File: src/rtl/core/cfp_pkg.sv
// Shared types, codes and helper functions for the camera pair core.
package cfp_pkg;

   // Pivot threshold register, unsigned Q15.16.
   localparam int THR_W = 31;
   localparam logic [THR_W-1:0] THR_RESET = 31'd1;

   // Row pairs of the transposed matrix tried for the 2x2 minor, in order.
   localparam logic [1:0] PAIR_01 = 2'd0;
   localparam logic [1:0] PAIR_02 = 2'd1;
   localparam logic [1:0] PAIR_12 = 2'd2;

   // What the front hands to the back along with the matrix and the minor.
   typedef struct packed {
      logic [1:0] pair;
      logic [1:0] piv;
      logic       no_pivot;
   } cfp_cls_type;

   typedef enum logic [1:0] {
      F_IDLE,
      F_MUL_A,
      F_MUL_B,
      F_EVAL
   } cfp_front_state_type;

   typedef enum logic [3:0] {
      B_IDLE,
      B_ERR,
      B_NY0,
      B_NY1,
      B_NY2,
      B_DIVY,
      B_NX0,
      B_NX1,
      B_DIVX,
      B_EL0,
      B_EL1,
      B_EL2,
      B_COL3
   } cfp_back_state_type;

   function automatic logic [1:0] pair_lo(logic [1:0] pair);
      logic [1:0] r;
      unique case (pair)
         PAIR_01: r = 2'd0;
         PAIR_02: r = 2'd0;
         default: r = 2'd1;
      endcase
      return r;
   endfunction

   function automatic logic [1:0] pair_hi(logic [1:0] pair);
      logic [1:0] r;
      unique case (pair)
         PAIR_01: r = 2'd1;
         default: r = 2'd2;
      endcase
      return r;
   endfunction

   // Flat position of F[r][c] in the row-major matrix.
   function automatic logic [3:0] fidx(logic [1:0] r, logic [1:0] c);
      return {2'b00, r} * 4'd3 + {2'b00, c};
   endfunction

endpackage

File: src/rtl/core/cfp_front.sv
// Front end: takes a matrix, finds the pivot minor and leading entry, queues the work.
module cfp_front #(
   parameter int DATA_WIDTH = 32,
   parameter int FRAC_BITS  = 16
) (
   input  logic                          clock,
   input  logic                          reset,
   input  logic                          in_valid,
   output logic                          in_ready,
   input  logic [9*DATA_WIDTH-1:0]       in_mat,
   input  logic [cfp_pkg::THR_W-1:0]     thr,
   output logic                          push,
   input  logic                          full,
   output logic [9*DATA_WIDTH-1:0]       out_mat,
   output logic signed [2*DATA_WIDTH:0]  out_det,
   output cfp_pkg::cfp_cls_type          out_cls
);
   import cfp_pkg::*;

   localparam int DW  = DATA_WIDTH;
   localparam int CW  = (2*DW+1 > THR_W+FRAC_BITS) ? 2*DW+1 : THR_W+FRAC_BITS;
   localparam int PCW = (DW+1 > THR_W) ? DW+1 : THR_W;

   cfp_front_state_type         st_ff, st_in;
   logic [8:0][DW-1:0]          mat_ff, mat_in;
   logic [1:0]                  pair_ff, pair_in;
   logic signed [2*DW-1:0]      prod_ff, hold_ff;
   logic signed [DW-1:0]        ma, mb;
   logic                        mul_en;
   logic signed [2*DW:0]        det;
   logic [2*DW:0]               det_mag;
   logic                        det_ok;
   logic [2:0]                  ent_ok;
   logic [1:0]                  piv;
   logic                        piv_found;
   logic                        done;

   assign det     = (2*DW+1)'(hold_ff) - (2*DW+1)'(prod_ff);
   assign det_mag = det[2*DW] ? (~det + 1'b1) : det;
   assign det_ok  = CW'(det_mag) > CW'({thr, {FRAC_BITS{1'b0}}});

   // Leading entries of the transposed matrix are the first row of F.
   always_comb begin
      logic [DW-1:0] f;
      logic [DW:0]   mag;
      for (int k = 0; k < 3; k++) begin
         f         = mat_ff[k];
         mag       = {1'b0, (f[DW-1] ? (~f + 1'b1) : f)};
         ent_ok[k] = PCW'(mag) > PCW'(thr);
      end
   end

   always_comb begin
      piv_found = 1'b1;
      priority if (ent_ok[0]) begin
         piv = 2'd0;
      end else if (ent_ok[1]) begin
         piv = 2'd1;
      end else if (ent_ok[2]) begin
         piv = 2'd2;
      end else begin
         piv       = 2'd0;
         piv_found = 1'b0;
      end
   end

   assign done     = (st_ff == F_EVAL) && (det_ok || pair_ff == PAIR_12);
   assign push     = done && !full;
   assign in_ready = (st_ff == F_IDLE) || push;

   assign out_mat          = mat_ff;
   assign out_det          = det;
   assign out_cls.pair     = pair_ff;
   assign out_cls.piv      = piv;
   assign out_cls.no_pivot = !det_ok || !piv_found;

   always_comb begin
      st_in   = st_ff;
      mat_in  = mat_ff;
      pair_in = pair_ff;
      mul_en  = 1'b0;
      ma      = $signed(mat_ff[fidx(2'd0, pair_lo(pair_ff))]);
      mb      = $signed(mat_ff[fidx(2'd1, pair_hi(pair_ff))]);
      unique case (st_ff)
         F_IDLE: begin
         end
         F_MUL_A: begin
            mul_en = 1'b1;
            st_in  = F_MUL_B;
         end
         F_MUL_B: begin
            mul_en = 1'b1;
            ma     = $signed(mat_ff[fidx(2'd1, pair_lo(pair_ff))]);
            mb     = $signed(mat_ff[fidx(2'd0, pair_hi(pair_ff))]);
            st_in  = F_EVAL;
         end
         F_EVAL: begin
            if (push) begin
               st_in = F_IDLE;
            end else if (!done) begin
               pair_in = pair_ff + 2'd1;
               st_in   = F_MUL_A;
            end
         end
      endcase
      if (in_valid && in_ready) begin
         mat_in  = in_mat;
         pair_in = PAIR_01;
         st_in   = F_MUL_A;
      end
   end

   always_ff @(posedge clock) begin
      if (reset) begin
         st_ff <= F_IDLE;
      end else begin
         st_ff <= st_in;
      end
   end

   always_ff @(posedge clock) begin
      mat_ff  <= mat_in;
      pair_ff <= pair_in;
      if (mul_en) begin
         prod_ff <= ma * mb;
         hold_ff <= prod_ff;
      end
   end

endmodule

File: config.mk
export PLATFORM = sky130hd
export DESIGN_NAME = cfp_front
export DESIGN_NICKNAME = d
export VERILOG_FILES = /design/src/rtl/core/cfp_pkg.sv /design/src/rtl/core/cfp_front.sv
export SDC_FILE = /design/constraint.sdc
export NUM_CORES = 2
export LEC_CHECK = 0
export BUFFER_PORTS_ARGS = -buffer_cell sky130_fd_sc_hd__buf_2
export CAP_MARGIN = 20
export CELL_PAD_IN_SITES_DETAIL_PLACEMENT = 1
export CELL_PAD_IN_SITES_GLOBAL_PLACEMENT = 2
export CORE_ASPECT_RATIO = 0.7
export CORE_MARGIN = 3
export CORE_UTILIZATION = 43
export CTS_BUF_LIST = sky130_fd_sc_hd__clkbuf_4
export DETAILED_ROUTE_END_ITERATION = 10
export PLACE_DENSITY = 0.95
export SLEW_MARGIN = 30
export SYNTH_ARGS = -nofsm -noshare
export SYNTH_HDL_FRONTEND = slang
export SYNTH_SLANG_ARGS = --single-unit
File: constraint.sdc
create_clock -name clock -period 34.8 [get_ports clock]
set_input_delay 3.48 -clock clock [delete_from_list [all_inputs] [get_ports clock]]
set_output_delay 3.48 -clock clock [all_outputs]
set_load 0.01 [all_outputs]
==> impl_summary.md <==
Hold path
The origin of the worst min-delay path is prod_ff[54]. The worst hold path was traced through 0 stages. The worst hold endpoint is hold_ff[54]. In this run the worst hold path is classified as reg -> reg.

Layout
The layout has 16.3k filler cells. From synthesis to final layout, the design area changed by 12.0%. After the last flow step, the layout net total stands at 8775. Of the cells placed in the final design, the portion with a size suffix greater than 1 is 0.156.

Critical path
Among cell families on the critical path, the largest total delay comes from simple AND/OR/NAND/NOR gates. The worst reg2reg path depth is 37. Counting both buffers and inverters, the worst setup path holds a total of 2. On the worst path, the slowest cell contributes a delay of between 800 and 900 ps. Of all nets on the critical path, the largest fanout is 10.

Among all stages on the critical path, the largest delay is contributed by or4_1. The endpoint of the most critical register-to-register path is prod_ff[61]. The critical path data arrival time is 10500 ps. The worst register-to-register path has a setup slack of 22340 ps. For the worst setup path, the data required time is 31320 ps.

The category of the worst setup path capture point is a primary output. The critical path is of the reg -> out type. The startpoint identified for the worst register-to-register timing path is pair_ff[1]. The worst setup path is launched from a flip-flop.

Timing
The minimum clock period is 13980 ps. The share of the clock period used by the worst path is 0.402. Setup violations remaining at the end of the flow were counted as 0. Timing would allow up to 71.5 MHz. Setup repair after global routing left no endpoint under its margin. After routing, the total negative slack on setup checks comes to 0 ps.

The slew at the pin with the worst max-slew slack is around 1100 ps. The final hold violation count is 0. The final max-slew violation count is 0. On the final layout, the worst clock skew is 190 ps. The relative slew slack is 0.238.

Routing
The routed design has approximately 270000 µm of wire. The first routing iteration left 5723 violations. The total iterations of the first detailed-routing run is 8. Using the TritonRoute via totals, the vias-per-cell ratio works out to 5.90. The detail route stage leaves a number of antenna-violating nets equal to 0. The final route contains 52.8k vias. The residual DRC count is 0. The average wire per cell in the routed design is 30.7 µm.

Clocking
The latest clock arrival within the worst-skew pair is 1180 ps. TritonCTS created 110 clock buffers. The clock tree from TritonCTS is yes.

The number of setup buffers added after CTS is 0. The cell sitting at the root of the clock tree is a clkbuf_4. The total number of clock tree sinks is 420. The number of hold buffers added after CTS was 0.

After clock tree synthesis, the clock-pin slew on the worst setup and hold paths is approximately 90 ps. The H-tree was split into 3 levels. Gates resized during post-CTS repair numbered 0.

The longest clock path from root to sink contains 3 buffers.

Place
The half-perimeter wire length after detailed placement is 227000 µm. The global placement routability congestion is between 1 and 1.5. Input and output buffers added on the ports amount to 682.

Global route
The number of antenna violations at the first check in global routing came to 23. The first global-routing pass estimated 395000 µm of wire. The via count of the first global-routing pass is ~56k. The total global routing overflow is 0. Across every metal layer, demand over resource in global routing totals 0.371.

Entering global routing, the biggest net connects between 150 and 200 pins.

Floorplan
The full die area is 148000 µm². In this run the core area contains 115 standard-cell rows. The number of primary I/O pins is 683.

The chip height is 323 µm. The initial core utilization is 0.436. The core region is around 140000 µm². The die is 458 µm wide.

Synth
In this run the cell area of the synthesized design comes to 61600 µm². The gate count after technology mapping is approximately 6.3k. In this run, synthesis produced a sequential element count of 420. The sequential element share of the synthesized area is 0.204. The average instance in the mapped netlist occupies just under 10 µm². After synthesis, the share of flip-flops with an asynchronous set or reset is 0.

In this run, synthesis inferred 416 flip-flops with an integrated enable. The net count of the mapped netlist is around 8.1k. The netlist uses 102 different library cells.

The dominant register cell in the synthesized netlist is edfxtp_1. During synthesis, Yosys emitted a total of 0 warnings.

Status
The run finished with clean final reports.

Run
The count of maximum capacitance violations is 0.
==> layout by cell type (no fill, tap or decap), types with 24 or more instances in the layout <==
master / count
xor2_1: 42
nor2_1: 632
o21ai_0: 197
clkbuf_4: 156
nor3_1: 40
nand3_1: 48
buf_2: 682
fa_1: 1083
o21a_1: 56
mux2_2: 54
a21oi_1: 232
or3_1: 32
o31ai_1: 34
nand2_1: 714
nor2b_1: 37
ha_1: 381
nand2b_1: 72
and2_1: 53
mux2i_1: 91
xnor2_1: 180
a21o_1: 93
buf_4: 92
edfxtp_1: 416
and3_1: 24
inv_1: 1164
nand4_1: 57
==> worst register-to-register path: cells and delay by family (launching register included) <==
kind            cells  cell delay [ps]
buf+inv             7             1290
flops               1              390
compound gates     13             4420
mux                 2             1000
simple gates        4             1020
fa+ha+maj          10             3940
xor+xnor            1              140
==> stage by stage <==
step / hold slack, ps / area, µm² / instances / setup WS [ps] / utilization
finish: 436 / 69000 / 8946 / 20820 / 0.488
global route: 448 / 68900 / 8929 / 20540 / 0.488
CTS: 447 / 68800 / 8923 / 21020 / 0.487
detailed placement: 437 / 67400 / 8741 / 21770 / 0.477
global placement: 435 / 67300 / 8740 / 22250 / 0.476
floorplan: 426 / 61600 / 6342 / 21350 / -
==> synthesized netlist by cell type, types with 10 or more instances <==
| library cell | instances | area [µm²] |
|---|---|---|
| nor3_1 | 40 | 200 |
| xnor2_1 | 180 | 1580 |
| o31ai_1 | 34 | 255 |
| xor2_1 | 42 | 368 |
| a31oi_1 | 21 | 131 |
| nand3_1 | 48 | 240 |
| mux2_2 | 54 | 608 |
| o21ai_1 | 24 | 120 |
| or4_1 | 19 | 143 |
| and2_1 | 53 | 332 |
| o21ai_0 | 204 | 1020 |
| a21oi_1 | 233 | 1170 |
| o21a_1 | 59 | 443 |
| or3_1 | 32 | 200 |
| and3_1 | 24 | 150 |
| a21o_1 | 93 | 698 |
| ha_1 | 385 | 4820 |
| o211ai_1 | 14 | 105 |
| nand4_1 | 57 | 357 |
| mux4_2 | 10 | 225 |
| nor2_1 | 634 | 2380 |
| edfxtp_1 | 416 | 12500 |
| inv_1 | 1164 | 4370 |
| o21bai_1 | 22 | 165 |
| o41ai_1 | 16 | 140 |
| fa_1 | 1083 | 21700 |
| mux2i_1 | 99 | 991 |
| clkbuf_1 | 231 | 867 |
| nand2_1 | 714 | 2680 |
| or2_2 | 16 | 100 |
| nor2b_1 | 37 | 231 |
| nand2b_1 | 72 | 450 |
| nor4_1 | 17 | 106 |
| a211oi_1 | 17 | 128 |
==> final cells by class <==
type,instances,area [µm²],share of cell area
diodes,20,50.0,0.000726
clock buffers,156,1170,0.0170
clock inverters,26,234,0.00339
inverters,1167,4380,0.0635
multi-input cells,4506,44000,0.638
flip-flops and latches,420,12600,0.182
well taps,1872,2340,0.0340
repair buffers,779,4230,0.0614
==> state kept, by name, summed over array words and instances, names as in the netlist <==
| register | count |
|---|---|
| hold_ff | 64 |
| prod_ff | 64 |
| out_mat | 288 |
| st_ff | 2 |
| pair_ff | 2 |
==> metal layers <==
layer,vias up,share of wire,global-route usage
li1,21600,-,-
met1,27600,0.41,0.509
met2,2974,0.43,0.550
met3,519,0.11,0.103
met4,6,0.052,0.166
met5,-,0.00017,0
==> worst max-delay path by stage <==
stage | start | endpoint | slack, ps | cells past startpoint
2_1_floorplan | prod_ff[0] | st_ff[0] | 21350 | 34
3_3_place_gp | pair_ff[1] | prod_ff[61] | 22250 | 37
3_5_place_dp | pair_ff[1] | prod_ff[61] | 21770 | 37
4_1_cts | prod_ff[16] | in_ready | 21020 | 28
5_1_grt | prod_ff[1] | in_ready | 20540 | 32
6_report | prod_ff[1] | in_ready | 20820 | 27
==> cells by family (layout without fill, tap and decap cells) <==
| kind of cell | count (synthesis) | count (layout) | synth area share |
|---|---|---|---|
| simple gates | 1803 | 1803 | 0.129 |
| fa+ha+maj | 1468 | 1468 | 0.430 |
| buf+inv | 1416 | 2128 | 0.0866 |
| compound gates | 849 | 849 | 0.0885 |
| flops | 420 | 420 | 0.204 |
| xor+xnor | 223 | 223 | 0.0318 |
| mux | 163 | 163 | 0.0296 |
| other cells | 0 | 20 | 0 |
Power is left out: the tool's default activity adds up to more than one toggle a clock period on the data nets, which glitch-free logic cannot reach.
