`config.mk`:
```
export PLATFORM = sky130hd
export DESIGN_NAME = cfp_queue
export DESIGN_NICKNAME = d
export VERILOG_FILES = /design/src/rtl/core/cfp_queue.sv
export SDC_FILE = /design/constraint.sdc
export NUM_CORES = 1
export LEC_CHECK = 0
export BUFFER_PORTS_ARGS = -buffer_cell sky130_fd_sc_hd__buf_2
export CORE_UTILIZATION = 52
export CTS_CLUSTER_SIZE = 25
export DETAILED_ROUTE_END_ITERATION = 10
export GPL_ROUTABILITY_DRIVEN = 0
export PLACE_DENSITY_LB_ADDON = 0.12
export SETUP_SLACK_MARGIN = 0.2
export SLEW_MARGIN = 20
export SYNTH_ARGS = -nofsm -noshare
export SYNTH_HDL_FRONTEND = slang
export SYNTH_SLANG_ARGS = --single-unit
```
`constraint.sdc`:
```
create_clock -name clock -period 3.3 [get_ports clock]
set_input_delay 0.165 -clock clock [delete_from_list [all_inputs] [get_ports clock]]
set_output_delay 0.165 -clock clock [all_outputs]
set_load 0.05 [all_outputs]
```
`src/rtl/core/cfp_queue.sv`:
```
// Two-entry queue between the classifying front and the computing back.
module cfp_queue #(
   parameter int WIDTH = 8
) (
   input  logic             clock,
   input  logic             reset,
   input  logic             push,
   input  logic [WIDTH-1:0] push_data,
   output logic             full,
   input  logic             pop,
   output logic [WIDTH-1:0] pop_data,
   output logic             empty
);
   logic [WIDTH-1:0] mem_ff [2];
   logic             wr_ptr_ff, wr_ptr_in;
   logic             rd_ptr_ff, rd_ptr_in;
   logic [1:0]       count_ff, count_in;

   assign full     = count_ff == 2'd2;
   assign empty    = count_ff == 2'd0;
   assign pop_data = mem_ff[rd_ptr_ff];

   always_comb begin
      wr_ptr_in = wr_ptr_ff;
      rd_ptr_in = rd_ptr_ff;
      count_in  = count_ff;
      if (push) begin
         wr_ptr_in = ~wr_ptr_ff;
      end
      if (pop) begin
         rd_ptr_in = ~rd_ptr_ff;
      end
      if (push && !pop) begin
         count_in = count_ff + 2'd1;
      end else if (pop && !push) begin
         count_in = count_ff - 2'd1;
      end
   end

   always_ff @(posedge clock) begin
      if (reset) begin
         wr_ptr_ff <= 1'b0;
         rd_ptr_ff <= 1'b0;
         count_ff  <= 2'd0;
      end else begin
         wr_ptr_ff <= wr_ptr_in;
         rd_ptr_ff <= rd_ptr_in;
         count_ff  <= count_in;
      end
   end

   always_ff @(posedge clock) begin
      if (push) begin
         mem_ff[wr_ptr_ff] <= push_data;
      end
   end

endmodule

```
==> out/results.ini, run 1 <==
[sta]
max_freq_ghz=0.6310
setup-violations-final=0
clock-skew-final_ns=0.001402
rsz0062_at_grt=false
finalHoldViolCount=0
maxSlewViolCount=0
fin_setup_tns_ns=0
timing.final.crit_period_ns=1.585
max_slew.worst_pin.slew_ns=0.7349
fin_crit_sh_pct=48.03
slew-limit-headroom_pct=50.90

[cts]
cts_setup_buffers=0
cts.sinks=21
postCtsResizedCells=0
cts_buffers=3
clk_latency_ns=0.28
ctsLongestPathBuffers=2
cts.reportedPaths.clkPinSlew_ns=0.10
hold_buffers=0
root_buffer=clkbuf_4
htree_levels=1
tritoncts=yes

[synth]
synth-seq-cells=21
synth_flop_cell=edfxtp_1
synth_top_area_share_pct=61.34
ys_warn_count=0
async_reset_ff_share_pct=0
syn_avg_cell_area_um2=16.66
yosysTopAreaCell=edfxtp_1
synth.yosys.seq_area_share_pct=74.12
synth_commonest_cells=16 x edfxtp_1, 8 x mux2_2, 5 x dfxtp_1, 5 x nor2_1
synth_area_leaders=edfxtp_1 61%, dfxtp_1 13%, mux2_2 12%
syn_area_um2=783.3
synth_edf_count=16
synth_cell_type_count=15
yosysMostFrequentCell=edfxtp_1
syn-num-nets=60
syn_inst=47

[finish]
diodes=0
design_area_um2=928.4
drive_above_1_share_pct=46.48
finalNetCount=85
area.growth.synth_to_final_pct=18.53
finalNonFillerCells=86

[run]
drv_cap=0

[detailed_routing]
drt_pass1_iterations=3
drt_iter0_markers=7
wirelength_um=1121
viasPerCell=4.965
drc_errors=0
wl_per_cell_um=13.03
via_count=427
ant_nets=0

[placement]
dp_hpwl_um=854.4
numPortBuffers=21
place_area_um2=902.1
dp_cells=82

[floorplan]
dieHeight_um=40.81
die_x_um=40.81
start_util_pct=58.02
io_pins=22
core_um2=1350
rows=13
die_area_um2=1665

[outcome]
status=finished, final reports clean

[critical_path]
worst_setup_path_end_kind=output pin
ff2ff_path_depth=1
r2r_setup_slack_ns=2.01
crit_arrival_ns=1.42
worstSetupPathType=reg2out
worstPathMaxFanout=8
required_ns=3.13
cp-start-kind=flop

[pwr]
ir_drop_mv=0.3268
p_leak_nw=0.3726
cellPowerDensity_nw_per_um2=589.2

[global_routing]
grt_max_degree=12
grt_pass1_wl_um=1628
grt_usage_pct=15.84
overflow=0
antenna_found_initial=0
grt_pass1_vias=375

[min_path]
min_path_cells=1
min_path_type=in2reg

==> stage by stage <==
stage	hold slack, ns	power (W)	setup slack, ns	util (%)
final	0.06242	0.0005470	1.715	68.77
after global routing	0.04997	0.0005699	1.649	68.77
after CTS	0.05636	0.0005523	1.680	68.77
after detailed placement	0.3584	0.0004409	2.012	66.82
after global placement	0.3604	0.0004371	2.034	66.82
after floorplan	0.2341	0.0004114	2.159	-
==> cells in the final DEF (no fill, tap or decap) <==
cell type and instances:
a21oi_1 1, and2_1 1, and2b_2 1, buf_2 21, clkbuf_1 1, clkbuf_4 3, dfxtp_1 5, edfxtp_1 16
ha_1 1, inv_1 1, mux2_2 8, nor2_1 5, nor2b_1 1, o21ai_0 1, or3_1 1, xnor2_1 2
xor2_1 2
==> sequential cells by signal (all words and copies together) (netlist names), named ones only <==
register,flops
mem_ff,16
wr_ptr_ff,1
rd_ptr_ff,1
count_ff,2
==> worst max-delay path, stage by stage, from the launching register on <==
cell	delay [ns]
dfxtp_1	0.54
mux2_2	0.38
buf_2	0.21
==> cell type report <==
cell class / instances / area, µm²
repair buffers: 21 / 105.1
inverters: 1 / 3.754
flip-flops and latches: 21 / 580.6
well taps: 15 / 18.77
multi-input cells: 24 / 193.9
clock buffers: 4 / 26.28
fillers: 95 / 421.7
==> worst paths after layout <==
path / startpoint / endpoint
max: flop / pop_data[0]
min: push_data[4] / mem_ff[1][4]
max reg2reg: wr_ptr_ff / mem_ff[0][1]
min reg2reg: count_ff[1] / count_ff[1]
==> cells by family after synthesis <==
group / synth area share [%]
multiplexers: 11.50
flip-flops: 74.12
XOR/XNOR: 4.474
AND/OR/NAND/NOR: 5.913
adder cells (fa/ha/maj): 1.597
AO/OA/AOI/OAI: 1.277
buffers and inverters: 1.117
==> power by group <==
group	total (W)	internal, W	switching [W]
Combinational	0.000117	0.0000364	0.0000802
Sequential	0.000317	0.000305	0.0000118
Clock	0.000113	0.0000469	0.0000665
Total	0.000547	0.000389	0.000158
==> routing by layer <==
layer	part of all wire, %	wire length, µm	GRT usage, %
met1	42	474	17.79
met2	54	608	28.13
met3	3.3	37	4.891
met4	0	0	5.000
met5	0	0	0
Power figures use the tool's default switching activity.
==> run 2: changes to the inputs <==
--- a/config.mk
+++ b/config.mk
@@ -6,7 +6,7 @@
 export NUM_CORES = 1
 export LEC_CHECK = 0
 export BUFFER_PORTS_ARGS = -buffer_cell sky130_fd_sc_hd__buf_2
-export CORE_UTILIZATION = 52
+export CORE_UTILIZATION = 48
 export CTS_CLUSTER_SIZE = 25
 export DETAILED_ROUTE_END_ITERATION = 10
 export GPL_ROUTABILITY_DRIVEN = 0
==> constraint.sdc (replaced) <==
create_clock -name clock -period 1.58 [get_ports clock]
set_input_delay 0.079 -clock clock [delete_from_list [all_inputs] [get_ports clock]]
set_output_delay 0.079 -clock clock [all_outputs]
set_load 0.05 [all_outputs]
==> run 2 against run 1 <==
Effect of this change: die area grew 7.9%; core utilization grew 0.50 points; non-clock buffer count grew 10; routed wire length is essentially flat; critical path depth is the same; critical path type unchanged; critical endpoint is now pop_data[4].
==> out/results.ini, run 2 (synthesized netlist as in run 1, its figures left out) <==
[outcome]
status=finished, final reports clean

[floorplan]
rows=14
start_util_pct=51.99
io_pins=22
core_um2=1506
die_x_um=42.40
dieHeight_um=42.40
die_area_um2=1797

[pwr]
p_leak_nw=0.4199
cellPowerDensity_nw_per_um2=1124
power.total_w=0.001173
ir_drop_mv=0.5472

[global_routing]
antenna_found_initial=0
grt_pass1_wl_um=1938
grt_pass1_vias=469
overflow=0
grt_usage_pct=14.81
grt_max_degree=12

[finish]
finalNetCount=95
reg_top3=mem_ff x16, count_ff x2
drive_above_1_share_pct=43.21
largest_register_ffs=16
top_register=mem_ff
final_cell_mix=16 x buf_2, 16 x edfxtp_1, 9 x dlygate4sd3_1, 8 x mux2_2
final_util_pct=69.27
diodes=0
fillers=110
area.growth.synth_to_final_pct=33.23

[sta]
fin_setup_tns_ns=0
finalHoldViolCount=0
slew-limit-headroom_pct=73.92
timing.final.crit_period_ns=1.335
fin_ws_ns=0.2451
rsz0062_at_grt=true
clock-skew-final_ns=0.003178
maxSlewViolCount=0
max_slew.worst_pin.slew_ns=0.3912
timing.hold.ws_ns=0.05301
max_freq_ghz=0.7491
fin_crit_sh_pct=84.49
setup-violations-final=0

[critical_path]
worstPathMaxFanout=8
cp-start-kind=flop
required_ns=1.50
worst_setup_path_end_kind=output pin
worstSetupPathType=reg2out
crit_arrival_ns=1.26

[detailed_routing]
wirelength_um=1122
drt_pass1_iterations=4
via_count=459
drc_errors=0
drt_iter0_markers=5
wl_per_cell_um=11.57
viasPerCell=4.732
ant_nets=0

[cts]
cts_buffers=3
cts_setup_buffers=0
clk_latency_ns=0.29
cts.reportedPaths.clkPinSlew_ns=0.11
root_buffer=clkbuf_4
tritoncts=yes
htree_levels=1
cts.sinks=21
ctsLongestPathBuffers=2

[placement]
numPortBuffers=21
place_ws_ns=0.4012
dp_hpwl_um=757.3

[min_path]
min_path_type=in2reg

[run]
drv_cap=0

==> run 2: cell count changes in the layout (fill, tap and decap cells not counted), sizes merged <==
cell / delta
clkbuf: +1
dlygate4sd3: +9
==> run 2: final timing paths <==
check / depth (start not counted) / endpoint / startpoint / slack [ns]
max: 2 / pop_data[4] / flop / 0.25
min reg2reg: 2 / count_ff[1] / count_ff[1] / 0.52
max reg2reg: 1 / mem_ff[1][6] / wr_ptr_ff / 0.48
min: 3 / rd_ptr_ff / pop / 0.05
==> run 2: timing repair <==
item	4_1_cts	5_1_grt
gates resized for setup	2	9
pin swaps	0	0
hold endpoints to repair	20	0
setup endpoints to repair	8	5
hold buffers	9	0
==> run 2: area by class of cell <==
cell class,instances,area (µm²),share of cell area (%)
tap,16,20.02,1.918
clock buffer,4,26.28,2.518
inverter,1,3.754,0.3597
multi-input combinational,24,193.9,18.59
timing repair buffer,31,215.2,20.62
sequential,21,584.3,56.00
==> run 2: critical path, cell delays in order (launching register included) <==
cell      delay [ns]
dfxtp_4         0.42
mux2_2          0.34
clkbuf_4        0.21
==> run 2: where the power goes <==
group / switching [W] / leakage [nW] / internal [W]
combinational: 0.000170 / 0.213 / 0.000101
clock: 0.000143 / 0.0150 / 0.0000980
sequential: 0.0000229 / 0.192 / 0.000638
total: 0.000336 / 0.420 / 0.000837
==> run 2: per-stage QoR <==
step	area [µm²]	std cells
3_3_place_gp	910.9	84
4_1_cts	1031	97
2_1_floorplan	783.3	47
6_report	1044	97
5_1_grt	1044	97
3_5_place_dp	910.9	84
==> run 2: metal layers <==
layer  vias up  track usage [%]  wire [µm]
met2        15            24.00        560
met1       207            19.12        509
met4         0            5.625          0
li1        237                -          -
met3         0            3.879         52
met5         -                0          0
==> run 3: changes to the inputs <==
--- a/config.mk
+++ b/config.mk
@@ -5,8 +5,9 @@
 export SDC_FILE = /design/constraint.sdc
 export NUM_CORES = 1
 export LEC_CHECK = 0
+export ABC_AREA = 1
 export BUFFER_PORTS_ARGS = -buffer_cell sky130_fd_sc_hd__buf_2
-export CORE_UTILIZATION = 48
+export CORE_UTILIZATION = 44
 export CTS_CLUSTER_SIZE = 25
 export DETAILED_ROUTE_END_ITERATION = 10
 export GPL_ROUTABILITY_DRIVEN = 0
==> constraint.sdc (replaced) <==
create_clock -name clock -period 1.15 [get_ports clock]
set_input_delay 0.0575 -clock clock [delete_from_list [all_inputs] [get_ports clock]]
set_output_delay 0.0575 -clock clock [all_outputs]
set_load 0.05 [all_outputs]
==> run 3 against run 2 <==
Effect of this change: the run now ends with setup timing left; synthesized cell count up 23%; via count up 16%; power up 46%; synthesized area up 3.5%; clock skew down 0.0021 ns; worst hold slack worse by 0.0094 ns; combinational power up 76%; routed wire length up 20%; sequential power up 36%; setup slack worse by 0.40 ns; largest cell class unchanged; highest routed layer is now met4.
==> out/results.ini, run 3 <==
[finish]
final_common_cell=edfxtp_1
finalNetCount=110
final_cell_mix=16 x edfxtp_1, 11 x buf_2, 9 x dlygate4sd3_1, 8 x mux2_4, 8 x buf_8
top_register=mem_ff
reg_top3=mem_ff x16, count_ff x2
multi_input_area_um2=227.7
final_util_pct=71.96
drive_above_1_share_pct=48.96
finalNonFillerCells=121
diodes=0
regArea_um2=590.6
largest_register_ffs=16
area.growth.synth_to_final_pct=53.24
fillers=138

[detailed_routing]
ant_nets=0
wl_per_cell_um=11.17
via_count=534
wirelength_um=1351
drt_pass1_iterations=3
viasPerCell=4.413
drc_errors=0
drt_iter0_markers=3

[critical_path]
ff2ff_path_depth=3
worstSetupPathType=reg2out
worstPathMaxFanout=4
regToRegStartpoint=wr_ptr_ff
crit_arrival_ns=1.25
required_ns=1.09
cp-start-kind=flop
worst_setup_path_end_kind=output pin
setup.worst_path.end=pop_data[3]
r2r_setup_slack_ns=0.26
reg2reg_to=mem_ff[1][3]

[cts]
cts_buffers=3
ctsLongestPathBuffers=2
cts_setup_buffers=0
cts.reportedPaths.clkPinSlew_ns=0.11
root_buffer=clkbuf_4
clk_latency_ns=0.29
cts.sinks=21
htree_levels=1
tritoncts=yes

[synth]
syn_inst=58
syn-num-nets=71
synth_cell_type_count=16
synth.yosys.seq_area_share_pct=71.60
syn_avg_cell_area_um2=13.98
async_reset_ff_share_pct=0
yosysTopAreaCell=edfxtp_1
yosysMostFrequentCell=edfxtp_1
ys_warn_count=0
synth_area_leaders=edfxtp_1 59%, dfxtp_1 12%, mux2_2 11%
syn_area_um2=810.8
synth_edf_count=16
synth_commonest_cells=16 x edfxtp_1, 8 x inv_1, 8 x mux2_2
synth_top_area_share_pct=59.26
synth_flop_cell=edfxtp_1
synth-seq-cells=21

[placement]
numPortBuffers=21
dp_hpwl_um=832.7
dp_cells=108

[global_routing]
gr-usage-met3_pct=4.400
grt_pass1_wl_um=2194
top_usage_layer=met2
use_met2_pct=28.12
grt_max_degree=12
grt_usage_pct=15.98
grt_pass1_vias=542
overflow=0
antenna_found_initial=0
grt_util_met1_pct=17.87

[sta]
rsz0062_at_grt=true
max_freq_ghz=0.7638
maxSlewViolCount=0
finalHoldViolCount=0
timing.final.crit_period_ns=1.309
fin_ws_ns=-0.1592
setup-violations-final=8
slew-limit-headroom_pct=86.76
clock-skew-final_ns=0.001047
max_slew.worst_pin.slew_ns=0.1972
fin_crit_sh_pct=113.8
fin_setup_tns_ns=-1.207

[floorplan]
die_area_um2=2018
io_pins=22
dieHeight_um=44.93
core_um2=1727
start_util_pct=46.96
rows=15
die_x_um=44.93

[pwr]
ir_drop_mv=0.9365
p_leak_nw=0.5374
cellPowerDensity_nw_per_um2=1380

[min_path]
min_path_type=in2reg
hold_start=pop

[outcome]
violations=setup timing
status=complete, but fails checks

[run]
drv_cap=0

run 3: changes by cell type after synthesis, sizes merged:
| cell | before | now |
|---|---|---|
| and2b | 1 | 0 |
| xnor2 | 2 | 1 |
| inv | 1 | 9 |
| nor3 | 0 | 1 |
| nand3 | 0 | 1 |
| nand4 | 0 | 1 |
| nor2 | 5 | 7 |
| nor2b | 1 | 0 |
| nand2 | 0 | 5 |
| or3 | 1 | 0 |
| and2 | 1 | 0 |
| xor2 | 2 | 0 |
run 3: metal layers:
layer / share of wire (%) / wire length, µm
met1: 39 / 524
met2: 55 / 741
met3: 4.3 / 58
met4: 1.9 / 26
met5: 0 / 0
run 3: worst min-delay path by stage:
stage | endpoint | slack [ns] | cells past startpoint
floorplan | flop | 0.13 | 1
global placement | mem_ff[0][5] | 0.24 | 1
detailed placement | mem_ff[0][0] | 0.25 | 1
CTS | flop | 0.04 | 3
global route | flop | 0.08 | 3
finish | flop | 0.04 | 3
run 3: cells by family (layout without fill, tap and decap cells):
family / Yosys count / after routing / share of synthesized area [%]
DFF: 21 / 21 / 71.61
and+or+nand+nor: 15 / 15 / 7.870
buffers and inverters: 10 / 48 / 5.555
muxes: 8 / 8 / 11.11
AOI/OAI and AO/OA: 2 / 2 / 1.233
adders and majority gates: 1 / 1 / 1.543
xor gates and xnor gates: 1 / 1 / 1.080
run 3: final cells by class:
class	instances	share of cell area (%)
clock buffers	4	2.115
inverters	9	2.719
multi-input cells	27	18.33
flip-flops and latches	21	47.53
well taps	25	2.518
repair buffers	35	26.79
run 3: what timing repair did:
| item | in CTS | in global routing |
|---|---|---|
| resized for setup | 45 | 1 |
| endpoints found under the setup margin | 10 | 16 |
| hold buffers | 9 | 0 |
| pin swaps | 1 | 1 |
| endpoints found under the hold margin | 19 | 0 |
run 3: metrics by stage:
| stage | hold WS [ns] | setup slack [ns] | power (W) | area [µm²] |
|---|---|---|---|---|
| 2_1_floorplan | 0.1299 | 0.2175 | 0.001158 | 818.3 |
| 3_3_place_gp | 0.2445 | 0.1091 | 0.001241 | 980.9 |
| 3_5_place_dp | 0.2493 | 0.08808 | 0.001247 | 980.9 |
| 4_1_cts | 0.03863 | -0.1625 | 0.001725 | 1241 |
| 5_1_grt | 0.07875 | -0.2064 | 0.001784 | 1242 |
| 6_report | 0.04364 | -0.1592 | 0.001714 | 1242 |
run 3: where the power goes:
group,total [W],switching [W],internal (W),leakage (nW)
clock,0.000336,0.000201,0.000135,0.0150
sequential,0.000898,0.0000275,0.000870,0.194
combinational,0.000480,0.000255,0.000226,0.329
total,0.00171,0.000483,0.00123,0.537
run 3: worst max-delay path, stage by stage, from the launching register on:
cell	delay, ns
dfxtp_2	0.36
buf_6	0.13
mux2_4	0.31
buf_8	0.15
